## src/rtl/dq_pkg.sv

```systemverilog
// ----------------------------------------------------------------------------
// dq_pkg
// Command and status codes and the controller/datapath interface types of
// the double-ended queue.
// ----------------------------------------------------------------------------
`default_nettype none

package dq_pkg;

    localparam logic [1:0] CMD_PUSH_FRONT = 2'd0;
    localparam logic [1:0] CMD_PUSH_BACK  = 2'd1;
    localparam logic [1:0] CMD_POP_FRONT  = 2'd2;
    localparam logic [1:0] CMD_POP_BACK   = 2'd3;

    localparam logic [1:0] ST_OK    = 2'd0;
    localparam logic [1:0] ST_FULL  = 2'd1;
    localparam logic [1:0] ST_EMPTY = 2'd2;

    localparam int unsigned OCC_W = 5;

    typedef struct packed {
        logic load;
        logic finish;
        logic pop_read;
        logic pop_out;
    } t_dq_ctrl;

    typedef struct packed {
        logic is_push;
        logic is_full;
        logic is_empty;
        logic out_free;
    } t_dq_stat;

endpackage

`default_nettype wire

```

## src/rtl/double_ended_queue.sv

```systemverilog
// A push, or a pop from an empty queue, passes from the command register to
// the result register; a pop that removes an entry also passes the registered
// store read. No new command beat is taken until the last result is registered,
// as set by the controller sequence; a stalled output holds the sequence.
// Reset (synchronous, active low) empties the queue; the store is not cleared.
// ----------------------------------------------------------------------------
// double_ended_queue
// Circular double-ended queue of signed 32-bit words: push or pop at either
// end, one result beat per command beat.
// ----------------------------------------------------------------------------
`default_nettype none

module double_ended_queue #(
    parameter int unsigned DEPTH = 16
) (
    input  wire logic                    i_clk,
    input  wire logic                    i_rst_n,
    input  wire logic                    i_in_valid,
    output logic                         o_in_stall,
    input  wire logic [1:0]              i_command,
    input  wire logic signed [31:0]      i_value,
    output logic                         o_out_valid,
    input  wire logic                    i_out_stall,
    output logic signed [31:0]           o_popped_value,
    output logic [1:0]                   o_status,
    output logic [dq_pkg::OCC_W-1:0]     o_occupancy
);
    import dq_pkg::*;

    t_dq_ctrl ctrl;
    t_dq_stat stat;

    dq_ctrl u_ctrl (
        .i_clk      (i_clk),
        .i_rst_n    (i_rst_n),
        .i_in_valid (i_in_valid),
        .o_in_stall (o_in_stall),
        .i_stat     (stat),
        .o_ctrl     (ctrl)
    );

    dq_datapath #(
        .DEPTH (DEPTH)
    ) u_datapath (
        .i_clk          (i_clk),
        .i_rst_n        (i_rst_n),
        .i_command      (i_command),
        .i_value        (i_value),
        .i_ctrl         (ctrl),
        .o_stat         (stat),
        .o_out_valid    (o_out_valid),
        .i_out_stall    (i_out_stall),
        .o_popped_value (o_popped_value),
        .o_status       (o_status),
        .o_occupancy    (o_occupancy)
    );

endmodule

`default_nettype wire

```

## src/rtl/dq_ctrl.sv

```systemverilog
// ----------------------------------------------------------------------------
// dq_ctrl
// Sequencer of the queue: capture a command beat, execute it, and for a
// pop that removes an entry wait for the registered store read.
// ----------------------------------------------------------------------------
`default_nettype none

module dq_ctrl (
    input  wire logic             i_clk,
    input  wire logic             i_rst_n,
    input  wire logic             i_in_valid,
    output logic                  o_in_stall,
    input  dq_pkg::t_dq_stat      i_stat,
    output dq_pkg::t_dq_ctrl      o_ctrl
);
    import dq_pkg::*;

    localparam logic [1:0] S_IDLE = 2'd0;
    localparam logic [1:0] S_EXEC = 2'd1;
    localparam logic [1:0] S_READ = 2'd2;

    logic [1:0] r_state;
    logic [1:0] n_state;

    always_comb begin
        n_state = r_state;
        o_ctrl  = '0;
        case (r_state)
            S_IDLE: begin
                if (i_in_valid) begin
                    o_ctrl.load = 1'b1;
                    n_state     = S_EXEC;
                end
            end
            S_EXEC: begin
                if (i_stat.out_free) begin
                    if (i_stat.is_push || i_stat.is_empty) begin
                        o_ctrl.finish = 1'b1;
                        n_state       = S_IDLE;
                    end else begin
                        o_ctrl.pop_read = 1'b1;
                        n_state         = S_READ;
                    end
                end
            end
            S_READ: begin
                if (i_stat.out_free) begin
                    o_ctrl.pop_out = 1'b1;
                    n_state        = S_IDLE;
                end
            end
            default: begin
                n_state = S_IDLE;
            end
        endcase
    end

    assign o_in_stall = (r_state != S_IDLE);

    always_ff @(posedge i_clk) begin
        if (!i_rst_n) begin
            r_state <= S_IDLE;
        end else begin
            r_state <= n_state;
        end
    end

endmodule

`default_nettype wire

```

## src/rtl/dq_datapath.sv

```systemverilog
// ----------------------------------------------------------------------------
// dq_datapath
// Ring store, head and tail indices, entry count, command register and
// result register of the queue.
// ----------------------------------------------------------------------------
`default_nettype none

module dq_datapath #(
    parameter int unsigned DEPTH = 16
) (
    input  wire logic                      i_clk,
    input  wire logic                      i_rst_n,
    input  wire logic [1:0]                i_command,
    input  wire logic signed [31:0]        i_value,
    input  dq_pkg::t_dq_ctrl               i_ctrl,
    output dq_pkg::t_dq_stat               o_stat,
    output logic                           o_out_valid,
    input  wire logic                      i_out_stall,
    output logic signed [31:0]             o_popped_value,
    output logic [1:0]                     o_status,
    output logic [dq_pkg::OCC_W-1:0]       o_occupancy
);
    import dq_pkg::*;

    localparam int unsigned IW = $clog2(DEPTH);
    localparam int unsigned CW = $clog2(DEPTH + 1);
    localparam logic [IW-1:0] LAST = IW'(DEPTH - 1);
    localparam logic [CW-1:0] FULL_COUNT = CW'(DEPTH);

    logic [31:0]   r_store [DEPTH];
    logic [31:0]   r_rd_data;
    logic [1:0]    r_cmd;
    logic [31:0]   r_val;
    logic [IW-1:0] r_head;
    logic [IW-1:0] r_tail;
    logic [CW-1:0] r_count;
    logic          r_out_valid;
    logic [31:0]   r_out_value;
    logic [1:0]    r_out_status;
    logic [OCC_W-1:0] r_out_occ;

    logic [IW-1:0] head_dn;
    logic [IW-1:0] head_up;
    logic [IW-1:0] tail_dn;
    logic [IW-1:0] tail_up;
    logic          is_front;
    logic          do_write;
    logic [IW-1:0] addr;

    assign head_dn  = (r_head == '0) ? LAST : r_head - 1'b1;
    assign head_up  = (r_head == LAST) ? '0 : r_head + 1'b1;
    assign tail_dn  = (r_tail == '0) ? LAST : r_tail - 1'b1;
    assign tail_up  = (r_tail == LAST) ? '0 : r_tail + 1'b1;
    assign is_front = (r_cmd == CMD_PUSH_FRONT) || (r_cmd == CMD_POP_FRONT);

    assign o_stat.is_push  = (r_cmd == CMD_PUSH_FRONT) || (r_cmd == CMD_PUSH_BACK);
    assign o_stat.is_full  = (r_count == FULL_COUNT);
    assign o_stat.is_empty = (r_count == '0);
    assign o_stat.out_free = !r_out_valid || !i_out_stall;

    assign do_write = i_ctrl.finish && o_stat.is_push && !o_stat.is_full;

    always_comb begin
        if (o_stat.is_push) begin
            addr = is_front ? head_dn : r_tail;
        end else begin
            addr = is_front ? r_head : tail_dn;
        end
    end

    always_ff @(posedge i_clk) begin
        if (do_write) begin
            r_store[addr] <= r_val;
        end
        if (i_ctrl.pop_read) begin
            r_rd_data <= r_store[addr];
        end
    end

    always_ff @(posedge i_clk) begin
        if (i_ctrl.load) begin
            r_cmd <= i_command;
            r_val <= i_value;
        end
    end

    always_ff @(posedge i_clk) begin
        if (!i_rst_n) begin
            r_head  <= '0;
            r_tail  <= '0;
            r_count <= '0;
        end else if (do_write) begin
            if (is_front) begin
                r_head <= head_dn;
            end else begin
                r_tail <= tail_up;
            end
            r_count <= r_count + 1'b1;
        end else if (i_ctrl.pop_read) begin
            if (is_front) begin
                r_head <= head_up;
            end else begin
                r_tail <= tail_dn;
            end
            r_count <= r_count - 1'b1;
        end
    end

    always_ff @(posedge i_clk) begin
        if (!i_rst_n) begin
            r_out_valid <= 1'b0;
        end else if (i_ctrl.finish || i_ctrl.pop_out) begin
            r_out_valid <= 1'b1;
        end else if (!i_out_stall) begin
            r_out_valid <= 1'b0;
        end
    end

    always_ff @(posedge i_clk) begin
        if (i_ctrl.finish) begin
            if (o_stat.is_push) begin
                r_out_value  <= '0;
                r_out_status <= o_stat.is_full ? ST_FULL : ST_OK;
                r_out_occ    <= o_stat.is_full ? OCC_W'(r_count) : OCC_W'(r_count + 1'b1);
            end else begin
                r_out_value  <= '1;
                r_out_status <= ST_EMPTY;
                r_out_occ    <= OCC_W'(r_count);
            end
        end else if (i_ctrl.pop_out) begin
            r_out_value  <= r_rd_data;
            r_out_status <= ST_OK;
            r_out_occ    <= OCC_W'(r_count);
        end
    end

    assign o_out_valid    = r_out_valid;
    assign o_popped_value = r_out_value;
    assign o_status       = r_out_status;
    assign o_occupancy    = r_out_occ;

endmodule

`default_nettype wire
```

## config.mk

```make
export PLATFORM = sky130hd
export DESIGN_NAME = double_ended_queue
export DESIGN_NICKNAME = d
export VERILOG_FILES = /design/src/rtl/dq_pkg.sv /design/src/rtl/double_ended_queue.sv /design/src/rtl/dq_ctrl.sv /design/src/rtl/dq_datapath.sv
export SDC_FILE = /design/constraint.sdc
export NUM_CORES = 1
export LEC_CHECK = 0
export BUFFER_PORTS_ARGS = -buffer_cell sky130_fd_sc_hd__buf_4
export CORE_ASPECT_RATIO = 1.25
export CORE_MARGIN = 3
export CORE_UTILIZATION = 40
export CTS_CLUSTER_SIZE = 30
export DETAILED_ROUTE_END_ITERATION = 10
export GPL_TIMING_DRIVEN = 0
export PLACE_DENSITY = 0.66
export SYNTH_ARGS = -nofsm -noshare
export SYNTH_HDL_FRONTEND = slang
export SYNTH_HIERARCHICAL = 1
export SYNTH_SLANG_ARGS = --single-unit
```

## constraint.sdc

```tcl
create_clock -name i_clk -period 8.13 [get_ports i_clk]
set_input_delay 0.4065 -clock i_clk [delete_from_list [all_inputs] [get_ports i_clk]]
set_output_delay 0.4065 -clock i_clk [all_outputs]
set_load 0.05 [all_outputs]
```

# Word-level counts from Yosys, hierarchy flattened

Memory sizes are Yosys's and may differ from the RTL's. A register that Yosys moved wholly into a read port is not among the register bits.
Cells that the tools add are included.

Register bits: 89
Output and inout port bits: 41
Bits of input ports: 38
Memory bits (writable): 512
Memories: 1

Memories:

| name               | depth | bits a word | rd ports | clocked after memory_dff | wr ports | RTL line          | text |
|---|---|---|---|---|---|---|---|
| u_datapath.r_store | 16    | 32          | 1        | 1                        | 1        | dq_datapath.sv:30 | `logic [31:0] r_store [DEPTH];` |

Mux-type cells: 45
Bitwise operators: 1
Reduce and logical (&&, ||, !) cells: 21
Add/subtract/negate cells: 6
Equality and inequality tests: 11

Operators with widths:

| kind                  | count |
|---|---|
| $mux W32              | 3 |
| $mux W4               | 15 |
| $mux W5               | 6 |
| $mux W2               | 9 |
| $mux W1               | 11 |
| $add A4 B1 Y4 const B | 2 |
| $eq A4 B4 Y1 const B  | 2 |
| $logic_not A4 Y1      | 2 |
| $sub A4 B1 Y4 const B | 2 |
| $ne A2 B2 Y1 const B  | 3 |
| $pmux W2 S3           | 1 |
| $reduce_bool A2 Y1    | 3 |
| $add A5 B1 Y5 const B | 1 |
| $eq A5 B5 Y1 const B  | 1 |
| $logic_not A5 Y1      | 1 |
| $logic_or A1 B1 Y1    | 5 |
| $sub A5 B1 Y5 const B | 1 |
| $eq A2 B1 Y1 const B  | 2 |
| $eq A2 B2 Y1 const B  | 2 |
| $logic_not A2 Y1      | 2 |
| $reduce_and A2 Y1     | 2 |
| $logic_not A1 Y1      | 3 |
| $reduce_and A3 Y1     | 1 |
| $logic_and A1 B1 Y1   | 2 |
| other kinds (2)       | 2 |

# Logic depth before layout (Yosys ltp)

Gate-level depths: netlist of the first run.

Depth after elaboration: 10
Depth in mapped cells: 13
Mapped depth without buffers: 11

# Cells and area by module

Netlist of the first run, hierarchy kept.

By module, submodules not included:

| module      | area each (um^2) | cells an instance | times used |
|---|---|---|---|
| dq_datapath | 24108.1          | 1254              | 1 |
| dq_ctrl     | 152.6            | 16                | 1 |

# Worst setup path before layout of the first run

OpenSTA, ideal clock, no wires.

Kind: register -> register
Start point: register u_datapath.r_count[0]
End point: register u_datapath.r_count[4]
Cell stages (with the launch flop): 9
Path buffers: 0
Required time: 8015 ps
Path slack: 3428 ps
Period minus slack after synthesis: 4702 ps
Setup time: 115 ps
Data arrival time: 4586 ps
Cell sequence: dfxtp_1 -> inv_1 -> ha_1 -> nor4b_1 -> nor3_1 -> nand2_1 -> nor4b_1 -> o21ai_0 -> and3_1

RTL lines:

| what                   | RTL line           | text |
|---|---|---|
| from (decl)            | dq_datapath.sv:36  | `logic [CW-1:0] r_count;` |
| from (signal assigned) | dq_datapath.sv:98  | `r_count <= r_count + 1'b1;` |
| from (signal assigned) | dq_datapath.sv:105 | `r_count <= r_count - 1'b1;` |

==> reports/metrics.yaml, run 1 <==
async_flop_share: 0
syn_area_um2: 24260
cp.arrival_ns: 5.45
worstMarginPinSlew_ns: 1.251
holdWs_ns: 0.08693
p_int_uw: 5356
drt-vias-per-instance: 5.469
grtUsageTotal: 0.1697
slowest_stage: "nor2_4"
antenna_found_initial: 0
htreeDepth: 2
hold_viol: 0
use_met3: 0.02239
final_cell_mix: "edfxtp_1 (617), mux2i_1 (130), buf_4 (78)"
place_ws_ns: 3.024
boundaryPins: 79
nets: 1509
placementRows: 100
worst-setup-path-type: "flip-flop to flip-flop"
p_sw_frac: 0.2293
grt_overflow: 0
syn_inst: 1270
syn_nets: 1315
crit_required_ns: 8.43
ir_drop_uv: 144.6
met2_usage: 0.2980
cts_made_buffers: 58
slew_headroom: 0.1658
syn_to_final_growth_pct: 17.47
port_buffers: 78
layout_commonest_cell: "edfxtp_1"
fin_cells: 2270
synthFlopType: "edfxtp_1"
clkLatencyLatePin_ns: 0.61
use_met1: 0.2219
wl_mm: 53.87
ys_seq_area_frac: 0.7769
p_per_area_nw_per_um2: 243.8
slew_viol_final: 0
place_inst: 2135
period_needed_ns: 5.147
finalSetupTns_ns: 0
clkTransAtPathRegs_ns: 0.07
core-area_um2: 59810
wl_per_cell_um: 23.73
slowest_delay_ns: 0.84
p_comb_frac: 0.095
leakage_uw: 0.009650
drt_iter0_drc: 1234
setup_viol: 0
max_cap_viol_count: 0
vias: 12414
postCtsSetupBuffers: 0
ant_nets: 0
status: "finished clean"
hpwl_mm: 33.36
die_x_um: 226.3
die_h_um: 281.3
grt_pass1_vias: 12500
clock.fmax_mhz: 194.3
grt_busiest_layer: "met2"
synth.distinct_cells: 57
firstDrtPassIters: 5
path_cells: "inv_1 > ha_1 > nor4b_1 > nor2_1 > nor2_1 > clkbuf_1 > nand2b_1 > nor2_1 > clkbuf_1 > nand3_1 > nor2_4 > buf_16"
synth-edff-count: 617
crit_fanout: 19
grt_max_degree: 24
grt_pass1_wl_mm: 79.66
rsz0062_at_grt: "no"
hold_class: "primary input to flip-flop"
startpoint_type: "flip-flop"
utilization: 0.4765
synth.avg_cell_area_um2: 19.10
clock_sinks: 633
p_switching_uw: 1593
ys_ff_latch: 633
fin_skew_ns: 0.02086
clock-root-buffer: "clkbuf_16"
place_congestion: 0.7925
cts_max_path_buffers: 3
drive_gt1_frac: 0.2093
die-area_um2: 63660
critical_path.most_common_cell: "nor2_1"
start_util: 0.4056
fin_ws_ns: 2.983
drc_errors: 0
n_antenna_cell: 0
cts_tree: "done"
seq_power_share: 0.533
critPathCaptureType: "flip-flop"
period_share: 0.6330
yosysWarningCount: 6
p_clk_frac: 0.372
-- cell type report --
type / count / area [µm²]
Timing Repair Buffer: 134 / 1369
Tap cell: 765 / 957.2
Clock inverter: 37 / 306.5
Buffer: 68 / 356.6
Fill cell: 4919 / 31310
Sequential cell: 633 / 18850
Inverter: 49 / 183.9
Multi-Input combinational cell: 520 / 5005
Clock buffer: 64 / 1474
-- sequential cells by signal (all words and copies together), names as in the netlist --
register / flops
u_datapath/r_count: 5
u_datapath/o_out_valid: 1
u_datapath/r_rd_data: 32
u_datapath/o_occupancy: 5
u_datapath/r_tail: 4
u_datapath/o_popped_value: 32
u_ctrl/r_state: 2
u_datapath/r_cmd: 2
u_datapath/r_head: 4
u_datapath/r_store: 512
u_datapath/r_val: 32
u_datapath/o_status: 2
-- worst max-delay path: cells and delay by family (launching register included) --
family / cells / cell delay (ns)
buffers and inverters: 4 / 1.41
flip-flops: 1 / 0.37
adder cells (fa/ha/maj): 1 / 0.20
AND/OR/NAND/NOR: 7 / 2.83
-- power by group through the flow --
stage          Clock [µW]  Combinational [µW]  Sequential, µW
2_1_floorplan           0                 390            3800
3_3_place_gp            0                 623            3770
3_5_place_dp            0                 650            3770
4_1_cts              2640                 666            3700
5_1_grt              2770                 702            3710
6_report             2590                 657            3700
-- per-layer routing --
layer | vias to the layer above | share of wire
li1 | 5488 | -
met1 | 6444 | 0.41
met2 | 406 | 0.51
met3 | 76 | 0.057
met4 | 0 | 0.024
met5 | - | 0
-- cells in the mapped netlist (11+ instances only) --
cell      count  area [µm²]
or3_1        35       219.0
edfxtp_1    617       18530
mux4_2       66        1486
buf_2        33       165.2
mux2i_1     130        1301
o22ai_1      66       412.9
dfxtp_1      16       320.3
xnor2_1      11       96.34
nor2_1       30       112.6
nand2_1      19       71.32
clkbuf_1     26       97.59
o21ai_0      43       215.2
a22o_1       32       280.3
inv_1        49       183.9
-- logic make-up (layout without fill, tap and decap cells) --
kind of cell | count (synthesis) | count (layout) | share of synthesized area
flops | 633 | 633 | 0.7769
mux | 197 | 197 | 0.1154
compound gates | 173 | 173 | 0.04771
simple gates | 131 | 131 | 0.02981
buf+inv | 117 | 352 | 0.02228
xor+xnor | 12 | 12 | 0.004332
fa+ha+maj | 7 | 7 | 0.003610
-- what timing repair did --
action,CTS,global route
resized for setup,0,0
endpoints found under the hold margin,34,0
hold buffers,34,0
-- stage by stage --
step           instance area [µm²]  total power [µW]
2_1_floorplan                24260              4188
3_3_place_gp                 25800              4396
3_5_place_dp                 26380              4424
4_1_cts                      28500              7011
5_1_grt                      28500              7182
6_report                     28500              6949
-- worst paths after layout --
kind | start | depth (start not counted) | slack [ns] | end
max | u_datapath/r_count[0] | 12 | 2.98 | u_datapath/r_store[7][23]
min | i_rst_n | 2 | 0.09 | u_datapath/r_head[3]
max reg2reg | u_datapath/r_count[0] | 12 | 2.98 | u_datapath/r_store[7][23]
min reg2reg | u_ctrl/r_state[1] | 1 | 0.52 | u_ctrl/r_state[0]
Power figures use the tool's default switching activity.
==> run 2, diff against run 1 <==
--- a/config.mk
+++ b/config.mk
@@ -5,6 +5,7 @@
 export SDC_FILE = /design/constraint.sdc
 export NUM_CORES = 1
 export LEC_CHECK = 0
+export ABC_AREA = 1
 export BUFFER_PORTS_ARGS = -buffer_cell sky130_fd_sc_hd__buf_4
 export CORE_ASPECT_RATIO = 1.25
 export CORE_MARGIN = 3
@@ -12,7 +13,7 @@
 export CTS_CLUSTER_SIZE = 30
 export DETAILED_ROUTE_END_ITERATION = 10
 export GPL_TIMING_DRIVEN = 0
-export PLACE_DENSITY = 0.66
+export PLACE_DENSITY = 0.68
 export SYNTH_ARGS = -nofsm -noshare
 export SYNTH_HDL_FRONTEND = slang
 export SYNTH_HIERARCHICAL = 1
==> constraint.sdc (replaced) <==
create_clock -name i_clk -period 4.58 [get_ports i_clk]
set_input_delay 0.229 -clock i_clk [delete_from_list [all_inputs] [get_ports i_clk]]
set_output_delay 0.229 -clock i_clk [all_outputs]
set_load 0.05 [all_outputs]
==> run 2 against run 1 <==
Utilization down 0.12 points. First-iteration DRC count up 43%. Register-to-register slack worse by 2.2 ns. Fmax up 36%. Die area up 9.6%. Critical endpoint is now u_datapath/r_store[14][27].
==> reports/metrics.yaml, run 2 <==
startpoint_type: "flip-flop"
clock-root-buffer: "clkbuf_16"
critical_path.most_common_cell: "buf_2"
yosysWarningCount: 6
seq_power_share: 0.490
drc_errors: 0
clock.fmax_mhz: 263.6
fin_ws_ns: 0.7867
port_buffers: 78
num-fill-cells: 5720
syn_to_final_growth_pct: 17.39
period_needed_ns: 3.793
p_per_area_nw_per_um2: 432.4
status: "finished clean"
slew_headroom: 0.1292
ant_nets: 0
wl_met2_mm: 36.03
grtUsageTotal: 0.1980
hold_viol: 0
r2r_setup_slack_ns: 0.79
clock_sinks: 633
syn_inst: 2493
m1WireLength_mm: 25.39
critPathCaptureType: "flip-flop"
p_switching_uw: 3467
highest_layer: "met4"
final_cell_mix: "nand2_1 (1229), edfxtp_1 (617), nand3_1 (272)"
path_delay_family: "simple AND/OR/NAND/NOR gates"
cts_resized: 0
place_ws_ns: 0.8724
p_clk_frac: 0.384
holdWs_ns: 0.3297
leakage_uw: 0.01289
crit_fanout: 17
hold_class: "primary input to flip-flop"
grt_pass1_vias: 18511
wl_per_cell_um: 19.46
htreeDepth: 2
core-area_um2: 65820
p_sw_frac: 0.2563
cts_tree: "done"
max_cap_viol_count: 0
path_buf_inv: 5
slowest_stage: "nor2_4"
fin_skew_ns: 0.01911
p_int_uw: 10060
syn_nets: 2538
reg2regPathDepth: 10
reg2reg_to: "u_datapath/r_store[14][27]"
syn_area_um2: 26650
placementRows: 105
worst-setup-path-type: "flip-flop to flip-flop"
regMostFlops: "u_datapath/r_store"
hpwl_mm: 48.27
wl_mm: 69.90
firstDrtPassIters: 7
antenna_found_initial: 0
drive_gt1_frac: 0.1276
layout_commonest_cell: "nand2_1"
reg2reg_from: "u_datapath/r_tail[0]"
place_congestion: 0.8618
vias: 18475
slew_viol_final: 0
grt_overflow: 0
setup_viol: 0
boundaryPins: 79
crit_required_ns: 4.89
n_antenna_cell: 0
drt_iter0_drc: 1768
synth.avg_cell_area_um2: 10.69
cp-startpoint: "u_datapath/r_tail[0]"
slowest_delay_ns: 0.68
start_util: 0.4050
die-area_um2: 69790
path_cells: "inv_1 > ha_1 > o21ai_0 > nand2_1 > inv_2 > buf_2 > buf_2 > nand3_1 > nor2_4 > buf_16"
period_share: 0.8282
clkTransAtPathRegs_ns: 0.06
fin_cells: 3591
rsz0062_at_grt: "no"
grt_pass1_wl_mm: 106.2
cts_made_buffers: 59
die_x_um: 236.9
ir_drop_uv: 323.7
grt_max_degree: 40
drt-vias-per-instance: 5.145
crit_end: "u_datapath/r_store[14][27]"
cp.arrival_ns: 4.11
nets: 2731
p_comb_frac: 0.126
cts_max_path_buffers: 3
die_h_um: 294.6
place_inst: 3444
largest_reg_flops: 512
met3_wirelength_mm: 5.264
worstMarginPinSlew_ns: 1.305
cp_num_cells: 10
clkLatencyLatePin_ns: 0.62
-- run 2: how the worst min path moves through the flow --
stage	end	from	cells past startpoint	slack [ns]
floorplan	u_datapath/r_cmd[0]	i_command[0]	0	0.33
global placement	u_datapath/r_val[6]	i_value[6]	1	0.41
detailed placement	u_datapath/r_val[4]	i_value[4]	1	0.41
CTS	u_datapath/r_val[9]	i_value[9]	2	0.30
global route	u_datapath/r_val[12]	i_value[12]	2	0.32
finish	u_datapath/r_val[9]	i_value[9]	2	0.33
-- run 2: repair_timing --
item / 4_1_cts / 5_1_grt
hold endpoints to repair: 44 / 0
setup endpoints to repair: 0 / 0
setup buffers: 0 / 0
hold buffers: 37 / 0
-- run 2: stage by stage --
stage / area [µm²] / setup TNS, ns / power (µW) / util
after global placement: 28310 / -272.82 / 8353 / 0.4301
after global routing: 31290 / 0 / 14000 / 0.4754
after floorplan: 26650 / 0 / 7771 / -
after CTS: 31290 / 0 / 13600 / 0.4754
after detailed placement: 28860 / 0 / 8408 / 0.4385
final: 31290 / 0 / 13530 / 0.4754
-- run 2: worst reg2reg max path: cells and delay by family, from the launching register on --
kind	cells	cell delay, ns
AO/OA/AOI/OAI	1	0.17
adder cells (fa/ha/maj)	1	0.35
buffers and inverters	5	1.23
flip-flops	1	0.44
AND/OR/NAND/NOR	3	1.32
-- run 2: layer usage --
layer  GRT usage  vias up
met5           0        -
met2      0.3638      890
met4     0.09134        0
met3     0.03060      191
met1      0.2257     8719
li1            -     8675
-- run 2: cell type report --
| cell class | count | area, µm² | share of cell area |
|---|---|---|---|
| Buffer | 135 | 708.2 | 0.02263 |
| Clock buffer | 69 | 1535 | 0.04907 |
| Clock inverter | 41 | 519.2 | 0.01660 |
| Inverter | 107 | 401.6 | 0.01284 |
| Multi-Input combinational cell | 1618 | 6819 | 0.2179 |
| Sequential cell | 633 | 18850 | 0.6024 |
| Tap cell | 856 | 1071 | 0.03423 |
| Timing Repair Buffer | 132 | 1386 | 0.04431 |
-- run 2: power groups by stage --
stage	sequential [µW]	clock, µW	combinational [µW]
3_5_place_dp	6750	0	1660
3_3_place_gp	6750	0	1610
6_report	6630	5190	1710
5_1_grt	6640	5490	1870
4_1_cts	6630	5280	1690
2_1_floorplan	6800	0	974
==> run 3, diff against run 2 <==
==> constraint.sdc (replaced) <==
create_clock -name i_clk -period 3.27 [get_ports i_clk]
set_input_delay 0.1635 -clock i_clk [delete_from_list [all_inputs] [get_ports i_clk]]
set_output_delay 0.1635 -clock i_clk [all_outputs]
set_load 0.05 [all_outputs]
==> run 3 against run 2 <==
Via count increased by 1.2%. Setup slack got worse by 0.67 ns. Sequential share of layout area decreased by 0.11 points. Count of clock-buffer cells in the layout increased by 3. Cell count increased by 0.42%. Critical path type unchanged. Highest routed layer unchanged.
==> reports/metrics.yaml, run 3 (synthesis results as in run 2) <==
status: "finished clean"
slew_headroom: 0.3994
post_dp_cell_area_um2: 28830
die-area_um2: 69790
reg2reg_to: "u_datapath/r_store[4][7]"
port_buffers: 78
grtUsageTotal: 0.2008
startpoint_type: "flip-flop"
htreeDepth: 2
hp-start: "i_value[8]"
utilization: 0.4762
wl_per_cell_um: 19.78
slowest_delay_ns: 0.43
hold_class: "primary input to flip-flop"
worst-setup-path-type: "flip-flop to flip-flop"
boundaryPins: 79
drt_iter0_drc: 2000
setup_viol: 0
clkTransAtPathRegs_ns: 0.06
largest_reg_flops: 512
placementRows: 105
power_uw: 18330
place_inst: 3444
period_share: 0.9630
antenna_found_initial: 2
cp.arrival_ns: 3.45
place_congestion: 0.8473
period_needed_ns: 3.149
clkLatencyLatePin_ns: 0.61
drive_gt1_frac: 0.1324
leakage_uw: 0.01289
fin_skew_ns: 0.01624
drc_errors: 0
nets: 2748
grt_max_degree: 40
p_per_area_nw_per_um2: 584.7
slowest_stage: "dfxtp_1"
grt_pass1_vias: 18774
drt-vias-per-instance: 5.185
seqCellArea_um2: 18850
reg2reg_from: "u_datapath/r_tail[0]"
seq_power_share: 0.506
hpwl_mm: 48.56
ir_drop_uv: 405.4
worstMarginPinSlew_ns: 0.8978
layout_commonest_cell: "nand2_1"
reg2regPathDepth: 12
fin_cells: 3606
hold_viol: 0
critPathCaptureType: "flip-flop"
firstDrtPassIters: 6
grt_pass1_wl_mm: 107.5
p_sw_frac: 0.2648
num-fill-cells: 5721
final_cell_mix: "nand2_1 (1228), edfxtp_1 (617), nand3_1 (269)"
regMostFlops: "u_datapath/r_store"
grt_overflow: 0
crit_required_ns: 3.57
die_x_um: 236.9
die_h_um: 294.6
vias: 18698
whs_endpoint: "u_datapath/r_val[8]"
clock_sinks: 633
rsz0062_at_grt: "yes"
syn_to_final_growth_pct: 17.60
n_antenna_cell: 0
stdcell_area_um2: 31350
start_util: 0.4050
max_cap_viol_count: 0
p_switching_uw: 4853
p_clk_frac: 0.362
p_int_uw: 13480
clock.fmax_mhz: 317.6
cts_made_buffers: 59
multiInputGateArea_um2: 6837
cts_max_path_buffers: 3
cts_tree: "done"
slew_viol_final: 0
crit_fanout: 22
clock-root-buffer: "clkbuf_16"
path_cells: "inv_1 > ha_1 > nand3_1 > nand2_1 > nand2_2 > nand2_4 > buf_4 > buf_2 > inv_1 > nand3_1 > nor2_4 > buf_12"
core-area_um2: 65820
holdPathStages: 2
r2r_setup_slack_ns: 0.12
ant_nets: 0
p_comb_frac: 0.132
wl_mm: 71.34
finalSetupTns_ns: 0
run 3: cell types whose count changed in the layout (fill, tap and decap cells not counted), moves of 2 or more:
cell	previous run	this run
buf_12	5	22
bufinv_16	12	4
buf_16	12	7
buf_4	94	99
clkbuf_1	23	26
nand3_1	272	269
nand3_2	2	5
clkinv_1	13	15
clkinvlp_4	1	3
run 3: routing by layer:
layer  routed length [µm]  global-route usage  vias to the layer above  share of wire
met4                 3420              0.1036                        0          0.048
met3                 5889             0.03210                      232          0.083
met1                25360              0.2314                     8812           0.36
met5                    0                   0                        -              0
met2                36670              0.3603                      943           0.51
li1                     -                   -                     8711              -
run 3: worst max-delay path, delay by kind of cell, from the launching register on:
| kind | cells | cell delay [ns] |
|---|---|---|
| simple gates | 6 | 1.16 |
| flops | 1 | 0.43 |
| fa+ha+maj | 1 | 0.26 |
| buf+inv | 5 | 0.97 |
run 3: final cells by class:
class,count,share of cell area
plain buffers,135,0.02267
clock buffers,72,0.04934
clock inverters,36,0.009580
inverters,107,0.01293
multi-input cells,1618,0.2181
flip-flops and latches,633,0.6013
well taps,856,0.03417
repair buffers,149,0.05189
run 3: metrics by stage:
step	hold slack [ns]	setup WS, ns
finish	0.2704	0.1210
global route	0.2490	-0.002938
CTS	0.2431	-0.1145
detailed placement	0.3427	-0.5069
global placement	0.3416	-2.113
floorplan	0.2624	-0.1648
run 3: power by group through the flow:
stage	registers, µW	clock network, µW	logic [µW]
5_1_grt	9300	7080	2640
3_3_place_gp	9450	0	2250
3_5_place_dp	9460	0	2320
6_report	9280	6630	2410
2_1_floorplan	9520	0	1370
4_1_cts	9280	6740	2380
run 3: worst max-delay path by stage:
stage	startpoint	to	slack, ns	cells after the start
CTS	u_datapath/r_tail[0]	u_datapath/r_store[14][30]	-0.11	10
global placement	u_datapath/r_tail[0]	u_datapath/r_store[3][14]	-2.11	9
finish	u_datapath/r_tail[0]	u_datapath/r_store[4][7]	0.12	12
detailed placement	u_datapath/r_tail[0]	u_datapath/r_store[3][14]	-0.51	10
global route	u_datapath/r_tail[0]	u_datapath/r_store[9][9]	-0.003	12
floorplan	u_datapath/r_tail[0]	u_datapath/r_store[6][0]	-0.16	9
run 3: what timing repair did:
item,4_1_cts,5_1_grt
endpoints found under the hold margin,44,0
pin swaps,16,0
buffers inserted,17,0
resized for setup,1,5
endpoints found under the setup margin,476,369
hold buffers,37,0
